**config.mk**
```make
export PLATFORM = sky130hd
export DESIGN_NAME = sgnms_fifo
export DESIGN_NICKNAME = d
export VERILOG_FILES = /design/src/sv/sgnms_pkg.sv /design/src/sv/sgnms_fifo.sv
export SDC_FILE = /design/constraint.sdc
export NUM_CORES = 1
export LEC_CHECK = 0
export BUFFER_PORTS_ARGS = -buffer_cell sky130_fd_sc_hd__buf_2
export CAP_MARGIN = 20
export CORE_UTILIZATION = 56
export CTS_CLUSTER_DIAMETER = 40
export DETAILED_ROUTE_END_ITERATION = 6
export HOLD_SLACK_MARGIN = 0.08
export PLACE_DENSITY = 0.76
export SYNTH_ARGS = -nofsm -noshare
export SYNTH_HDL_FRONTEND = slang
export SYNTH_SLANG_ARGS = --single-unit
```
**constraint.sdc**
```tcl
create_clock -name clk -period 2.5 [get_ports clk]
set_input_delay 0.5 -clock clk [delete_from_list [all_inputs] [get_ports clk]]
set_output_delay 0.5 -clock clk [all_outputs]
set_load 0.05 [all_outputs]
```
**src/sv/sgnms_pkg.sv**
```systemverilog
// Shared types and constants for the Sobel gradient / non-maximum suppression unit.
package sgnms_pkg;

  localparam int MAX_WIDTH = 1024;
  localparam int MAX_HEIGHT = 1024;
  localparam int COL_W = $clog2(MAX_WIDTH);
  localparam int ROW_W = $clog2(MAX_HEIGHT);
  localparam int SIZE_W = 11;
  localparam int MAG_W = 21;
  localparam int FIFO_DEPTH = 4;
  localparam int FIFO_AW = $clog2(FIFO_DEPTH);

  // configuration register indexes
  localparam logic REG_IMAGE_WIDTH = 1'b0;
  localparam logic REG_IMAGE_HEIGHT = 1'b1;

  // direction sectors
  localparam logic [1:0] SEC_HORIZ = 2'd0;
  localparam logic [1:0] SEC_DIAG_UR = 2'd1;
  localparam logic [1:0] SEC_VERT = 2'd2;
  localparam logic [1:0] SEC_DIAG_UL = 2'd3;

  // one gradient point handed from front to back
  typedef struct packed {
    logic [MAG_W-1:0] msq;
    logic [1:0]       sector;
    logic             emit;
    logic             last;
    logic [COL_W-1:0] gc;
  } grad_item_t;

  // line buffer clearing sweep after reset
  typedef struct packed {
    logic             active;
    logic [COL_W-1:0] addr;
  } clr_t;

endpackage

```
**src/sv/sgnms_fifo.sv**
```systemverilog
// Short queue of gradient points between front and back.
module sgnms_fifo (
  input  logic                  clk,
  input  logic                  rst_n,
  input  logic                  push,
  input  sgnms_pkg::grad_item_t push_item,
  input  logic                  pop,
  output sgnms_pkg::grad_item_t pop_item,
  output logic                  empty,
  output logic [sgnms_pkg::FIFO_AW:0] cnt
);
  import sgnms_pkg::*;

  grad_item_t         q_r [0:FIFO_DEPTH-1];
  logic [FIFO_AW-1:0] wp_r, rp_r;
  logic [FIFO_AW:0]   cnt_r;
  logic               do_pop;

  assign empty  = (cnt_r == '0);
  assign do_pop = pop && !empty;

  // pointers and fill count
  always_ff @(posedge clk) begin
    if (!rst_n) begin
      wp_r  <= '0;
      rp_r  <= '0;
      cnt_r <= '0;
    end else begin
      if (push) wp_r <= wp_r + FIFO_AW'(1);
      if (do_pop) rp_r <= rp_r + FIFO_AW'(1);
      cnt_r <= cnt_r + (FIFO_AW+1)'(push) - (FIFO_AW+1)'(do_pop);
    end
  end

  always_ff @(posedge clk) begin
    if (push) q_r[wp_r] <= push_item;
  end

  assign pop_item = q_r[rp_r];
  assign cnt      = cnt_r;

endmodule

```
Word-level counts from Yosys, hierarchy flattened
Memories as Yosys holds them, arrays and structs flattened. A register that Yosys moved wholly into a read port is not among the register bits.
Index checks and enable logic that the tools add are counted.
Widths: inputs -> output; s select.
{"block": "totals", "reg_bits": 7, "mem_bits_rw": 140, "input_bits": 39, "out_inout_bits": 39, "word_cells": 15, "memories": 1}
{"name": "q_r", "words": 4, "width": 35, "read_ports": 1, "rd_clocked_by_memory_dff": 1, "wr": 1, "line": "sgnms_fifo.sv:14", "text": "grad_item_t q_r [0:FIFO_DEPTH-1];"}
{"block": "op_classes", "addsub": 4, "mux": 4, "n_reduce_logical": 3}
{"cell": "$add 2x1->2 const B", "n": 2}
{"cell": "$mux 2", "n": 2}
{"cell": "$add 3x1->3", "n": 1}
{"cell": "$logic_not 3->1", "n": 1}
{"cell": "$sub 3x1->3", "n": 1}
{"cell": "$mux 1", "n": 2}
{"cell": "$logic_and 1x1->1", "n": 1}
{"cell": "$logic_not 1->1", "n": 1}

Depth between registers and ports, before layout
Gate-level depths: netlist of run 1.
{"block": "logic_depth", "depth_word": 5, "mapped_depth": 8, "ltp_nobuf": 8}

Least setup slack after synthesis of run 1
Ideal clock, no wire load.
{"block": "synth_timing", "path_kind": "register to output", "startpoint": "register cnt_r[1], in the netlist cnt[1]", "endpoint": "output port empty", "t_arrival_ns": 1.684, "t_required_ns": 2.000, "slack_ns": 0.316, "path_stages_with_launch": 2, "n_path_buf": 0, "path_cell_list": "dfxtp_1 > nor3_1"}
{"block": "synth_via", "elab_chain_len": 1}
{"element": "start: declaration", "line": "sgnms_fifo.sv:16", "text": "logic [FIFO_AW:0] cnt_r;"}
{"element": "start signal: assignment", "line": "sgnms_fifo.sv:31", "text": "cnt_r <= cnt_r + (FIFO_AW+1)'(push) - (FIFO_AW+1)'(do_pop);"}
{"element": "$logic_not 3->1", "line": "sgnms_fifo.sv:19", "text": "assign empty = (cnt_r == '0);"}
{"element": "end: declaration", "line": "sgnms_fifo.sv:9", "text": "output logic empty,"}
No other way between the ends.

==> results.cfg, run 1 <==
[run_status]
status = finished clean

[clocking]
cts_buffer_depth = 2
cts_setup_buffers = 0
insertion_delay_ns = 0.52
htree_levels = 4
cts_root_buf = clkbuf_8
cts_tree = done
cts_buffers = 17
clock-sinks = 149
clkTransAtPathRegs_ns = 0.06

[logic_synthesis]
synth_top_area_cell = edfxtp_1
synth-async-reset-ratio = 0
ys_warn_count = 0
yosys-top-cells-area = edfxtp_1 76%, mux4_2 12%, dfxtp_1 3.2%
synth_edf_count = 140
syn_nets = 272
ys.flop_type = edfxtp_1
yosysMostFrequentCell = edfxtp_1
synth.avg_cell_area_sq_um = 24.63
synth_common_cells = 140 x edfxtp_1, 30 x mux4_2, 9 x dfxtp_1, 6 x and2_1, 6 x ha_1
syn_area_sq_um = 5567
syn_inst = 226
synth.top_cell.area_share = 0.7552
synth.distinct_cells = 21
yosysSeqAreaShare = 0.7876
synth_seq_cells = 149

[critical_path]
path_max_fanout = 17
r2r_start = cnt[1]
critPathArrivalTime_ns = 1.92
critPathSlowestCell = mux4_1
crit_required_ns = 2.00
critical_path_class = reg2out
start_kind = register
crit_chain = buf_12 > mux4_1 > buf_2
cpPeakStageDelay_ns = 0.60
endpoint_kind = output port

[cells_and_area]
fillers = 593
drive_gt1_frac = 0.4461
area_growth_pct = 21.78
regArea_sq_um = 4389
insertedDiodeCount = 0
final_nets = 367
multi_input_area_sq_um = 1077

[global_routing]
antenna_found_initial = 0
grt_pass1_vias = 2549
grt_use_met2 = 0.2911
met3_usage = 0.06211
grt_util_all_layers = 0.1948
grt_pass1_wl_um = 13740
grt-ovfl-total = 0
grt.busiest_layer = met2
grt_max_degree = 24
gr-usage-met1 = 0.2629

[detailed_routing]
avgViaCountPerCell = 5.452
dr.first_iter.drc_count = 152
drc = 0
wl_per_cell_um = 19.42
via_count = 2546
drt_pass1_iterations = 4
antenna_left = 0
routed_wirelength_um = 9068

[placed_design]
hpwl_um = 5463
port_buffers = 77
place_congestion = 0.6596
post-place-ws_ns = 0.4719

[sta]
drv_slew = 0
skew_ns = 0.004474
timing.final.ws_setup_ns = 0.07671
rsz0062_at_grt = false
final-setup-viol-count = 0
slew_headroom = 0.5920
fin_tns_setup_ns = 0
worstMarginPinSlew_ns = 0.6043
fmax_ghz = 0.4127
period_needed_ns = 2.423
finalHoldViolCount = 0
hold_slack_ns = 0.1919
finalCritPeriodShare = 0.9693

[pwr]
leakagePower_nw = 2.375
sequentialPowerShare = 0.410
intPower_mw = 5.071
comb_power_share = 0.246
swShare = 0.2987
clkPwrFrac = 0.343
p_sw_mw = 2.160
p_total_mw = 7.231
p_per_area_nw_per_um2 = 1067
ir_worst_vdd_mv = 1.115

[hold_path]
hp-class = in2reg
hold_start = push_item[19]

[die]
num_io_pins = 78
chipHeight_um = 101.7
rows = 36
die_area_sq_um = 10340
die_x_um = 101.7
start_util = 0.5748
core_area_sq_um = 9684

[run]
cap_violations = 0
-- metal layers --
layer | routed length (um) | vias to the layer above
li1 | - | 1141
met1 | 3976 | 1310
met2 | 4440 | 85
met3 | 506 | 10
met4 | 145 | 0
met5 | 0 | -
-- layout make-up --
class / instances / area share
Multi-Input combinational cell: 64 / 0.1589
Timing Repair Buffer: 84 / 0.07752
Clock buffer: 25 / 0.07955
Inverter: 5 / 0.002769
Sequential cell: 149 / 0.6475
Clock inverter: 7 / 0.009228
Tap cell: 133 / 0.02455
-- sequential cells by signal, indices dropped and copies added (netlist names), named ones only --
| name | flops |
|---|---|
| q_r | 140 |
| wp_r | 2 |
| rp_r | 2 |
| cnt | 3 |
-- placed cells by master (no fill, tap or decap) --
cell / Yosys / routed
and2_1: 6 / 2
and2_2: 0 / 4
buf_12: 3 / 7
buf_2: 3 / 77
bufinv_16: 0 / 1
clkbuf_1: 0 / 3
clkbuf_16: 0 / 20
clkbuf_8: 0 / 2
clkinv_2: 0 / 5
clkinvlp_4: 0 / 1
dfxtp_1: 9 / 7
dfxtp_2: 0 / 1
dfxtp_4: 0 / 1
edfxtp_1: 140 / 140
fa_1: 1 / 1
ha_1: 6 / 6
inv_1: 5 / 5
mux2i_1: 4 / 4
mux4_1: 5 / 5
mux4_2: 30 / 30
nand2_1: 2 / 2
nand2b_1: 2 / 2
nor2b_1: 3 / 3
nor3_1: 1 / 1
o311ai_0: 1 / 1
o31a_1: 1 / 1
xnor3_1: 1 / 1
xor2_1: 1 / 1
-- metrics by stage --
step                  util  std cells  area, sq um
global placement    0.6363        435         6162
global route        0.7000        467         6779
CTS                 0.6992        467         6771
detailed placement  0.6363        435         6162
finish              0.7000        467         6779
floorplan                -        226         5567
-- cell families after synthesis --
kind of cell             after synthesis  share of synthesized area
flip-flops                           149                     0.7876
multiplexers                          39                     0.1522
AND/OR/NAND/NOR                       14                    0.01461
buffers and inverters                 13                    0.01978
adder cells (fa/ha/maj)                7                    0.01708
AO/OA/AOI/OAI                          2                   0.003147
XOR/XNOR                               2                   0.005619
-- power groups by stage --
stage | registers [mW] | clock network, mW | logic, mW
after floorplan | 3.05 | 0 | 1.42
after global placement | 3.01 | 0 | 1.77
after detailed placement | 3.01 | 0 | 1.78
after CTS | 2.97 | 2.53 | 1.80
after global routing | 2.98 | 2.62 | 1.89
final | 2.97 | 2.48 | 1.78
-- final timing paths --
path                  to  slack (ns)  depth (start not counted)
max          pop_item[0]        0.08                          3
min           q_r[1][19]        0.19                          1
max reg2reg       cnt[2]        0.52                          8
min reg2reg     register        0.50                          2
-- timing repair --
action                                 4_1_cts  5_1_grt
setup endpoints to repair                   18        5
hold buffers                                 0        0
endpoints found under the hold margin        0        0
resized for setup                            2        2
-- worst max-delay path, delay by kind of cell, from the launching register on --
| family | cells | cell delay (ns) |
|---|---|---|
| flops | 1 | 0.37 |
| mux | 1 | 0.60 |
| buf+inv | 2 | 0.43 |
Note: power is estimated with default switching activity, not from simulation.
==> run 2, diff against run 1 <==
- ABC_AREA: unset -> 1
- CORE_UTILIZATION: 56 -> 57
- PLACE_DENSITY: 0.76 -> 0.77
==> run 2 against run 1 <==
- setup slack better by 0.0053 ns
- maximum frequency up 0.22%
- worst hold slack better by 0.0064 ns
- global-route usage up 2.5 points
- sequential share of layout area up 0.88 points
- critical endpoint is now pop_item[18]
- count of clock-buffer cells in the layout down 8
- final cell count up 33%
==> results.cfg, run 2 <==
[critical_path]
crit_chain = buf_12 > o21ai_0 > o22ai_1 > buf_2
critical_path_class = reg2out
critPathArrivalTime_ns = 1.92
cpPeakStageDelay_ns = 0.42
path_max_fanout = 70
critPathSlowestCell = dfxtp_2
start_kind = register
endpoint_kind = output port
crit_required_ns = 2.00

[logic_synthesis]
yosysSeqAreaShare = 0.7788
syn_area_sq_um = 5629
syn_inst = 398
syn_nets = 444
synth.avg_cell_area_sq_um = 14.14
synth_compound_area_frac = 0.1074
synth_top_family_by_area = compound AO/OA/AOI/OAI gates
synth-simple-area-share = 0.06112
synth-async-reset-ratio = 0
synth.distinct_cells = 17
synth.top_cell.area_share = 0.7468
synth_xor_area_frac = 0
synth_seq_cells = 149
yosysMostFrequentCell = edfxtp_1
ys.flop_type = edfxtp_1
synth_common_cells = 140 x edfxtp_1, 77 x nor2_1, 51 x o21ai_0, 35 x o22ai_1, 21 x o21ai_1
yosys-mux-area-fraction = 0
synthAdderAreaFrac = 0.01689
synth_top_area_cell = edfxtp_1
yosys-top-cells-area = edfxtp_1 75%, nor2_1 5.1%, o21ai_0 4.5%
synth_edf_count = 140
ys_warn_count = 0

[pwr]
clkPwrFrac = 0.310
p_per_area_nw_per_um2 = 1089
p_sw_mw = 2.699
p_total_mw = 7.275
comb_power_share = 0.288
ir_worst_vdd_mv = 0.7361
leakagePower_nw = 2.428
intPower_mw = 4.576
sequentialPowerShare = 0.403
swShare = 0.3710

[detailed_routing]
via_count = 3409
antenna_left = 0
drc = 0
drt_pass1_iterations = 4
dr.first_iter.drc_count = 205
avgViaCountPerCell = 5.481
wl_per_cell_um = 16.94
routed_wirelength_um = 10540

[die]
rows = 35
core_area_sq_um = 9415
num_io_pins = 78
chipHeight_um = 101.4
die_area_sq_um = 10280
start_util = 0.5979
die_x_um = 101.4

[cells_and_area]
final_nets = 526
insertedDiodeCount = 0
final-instance-count-excl-fill = 622
largest_register_ffs = 140
drive_gt1_frac = 0.2394
regMostFlops = q_r
layout_common_cells = 140 x edfxtp_1, 77 x nor2_1, 77 x buf_2
layout_commonest_cell = edfxtp_1
utilization = 0.7098
area_growth_pct = 18.72
final_area_sq_um = 6683

[placed_design]
place_inst = 590
hpwl_um = 6078
place_area_sq_um = 6136
place_congestion = 0.7325
post-place-ws_ns = 0.4807
port_buffers = 77

[clocking]
clock-sinks = 149
cts_root_buf = clkbuf_8
cts_buffers = 17
postCtsResizedCells = 2
insertion_delay_ns = 0.51
htree_levels = 4
cts_buffer_depth = 2
cts_tree = done
clkTransAtPathRegs_ns = 0.06
hold_buffers = 0
cts_setup_buffers = 0

[global_routing]
grt_pass1_wl_um = 16360
grt_pass1_vias = 3365
grt-ovfl-total = 0
grt_util_all_layers = 0.2200
antenna_found_initial = 1
grt_max_degree = 71

[sta]
drv_slew = 0
finalCritPeriodShare = 0.9672
final-setup-viol-count = 0
fmax_ghz = 0.4136
hold_slack_ns = 0.1983
period_needed_ns = 2.418
timing.final.ws_setup_ns = 0.08202
slew_headroom = 0.6973
fin_tns_setup_ns = 0
rsz0062_at_grt = false
worstMarginPinSlew_ns = 0.4541
skew_ns = 0.008699
finalHoldViolCount = 0

[hold_path]
hp-class = in2reg

[run]
cap_violations = 0

[run_status]
status = finished clean
==> run 2: cell count changes in the layout (fill, tap and decap cells not counted), moves of 7 or more <==
| cell | change |
|---|---|
| inv_1 | +7 |
| mux4_2 | -30 |
| nand2_1 | +10 |
| nor2_1 | +77 |
| o21ai_0 | +51 |
| o21ai_1 | +21 |
| o22ai_1 | +35 |
==> run 2: kinds of logic (layout without fill, tap and decap cells) <==
| group | count (synthesis) | count (layout) |
|---|---|---|
| adder cells (fa/ha/maj) | 7 | 7 |
| flip-flops | 149 | 149 |
| buffers and inverters | 39 | 134 |
| AO/OA/AOI/OAI | 112 | 112 |
| AND/OR/NAND/NOR | 91 | 91 |
==> run 2: final timing paths <==
| check | startpoint | endpoint | slack, ns | cells past startpoint |
|---|---|---|---|---|
| setup / recovery | register | pop_item[18] | 0.08 | 4 |
| hold / removal | push_item[10] | q_r[3][10] | 0.20 | 1 |
| setup reg to reg | cnt[1] | cnt[2] | 0.57 | 12 |
| hold reg to reg | rp_r[0] | rp_r[0] | 0.50 | 2 |
==> run 2: metal layers <==
layer,part of all wire,vias up,track usage
met5,0.0018,-,0
met4,0.012,2,0.1249
met2,0.51,105,0.3553
li1,-,1642,-
met3,0.056,11,0.05521
met1,0.42,1649,0.2741
==> run 2: worst max-delay path: cells and delay by family, from the launching register on <==
family / cells / cell delay [ns]
compound gates: 2 / 0.37
buf+inv: 2 / 0.60
flops: 1 / 0.42
==> run 2: power groups by stage <==
stage | clock (mW) | combinational (mW) | sequential [mW]
5_1_grt | 2.38 | 2.25 | 2.94
6_report | 2.25 | 2.09 | 2.93
4_1_cts | 2.29 | 2.10 | 2.93
2_1_floorplan | 0 | 1.58 | 3.03
3_5_place_dp | 0 | 2.10 | 2.98
3_3_place_gp | 0 | 2.06 | 2.97
==> run 2: area by class of cell <==
class	count	area, sq um
Fill cell	618	2733
Timing Repair Buffer	84	479.2
Inverter	18	77.57
Clock buffer	17	414.1
Tap cell	129	161.4
Sequential cell	149	4385
Multi-Input combinational cell	210	1044
Clock inverter	15	121.4
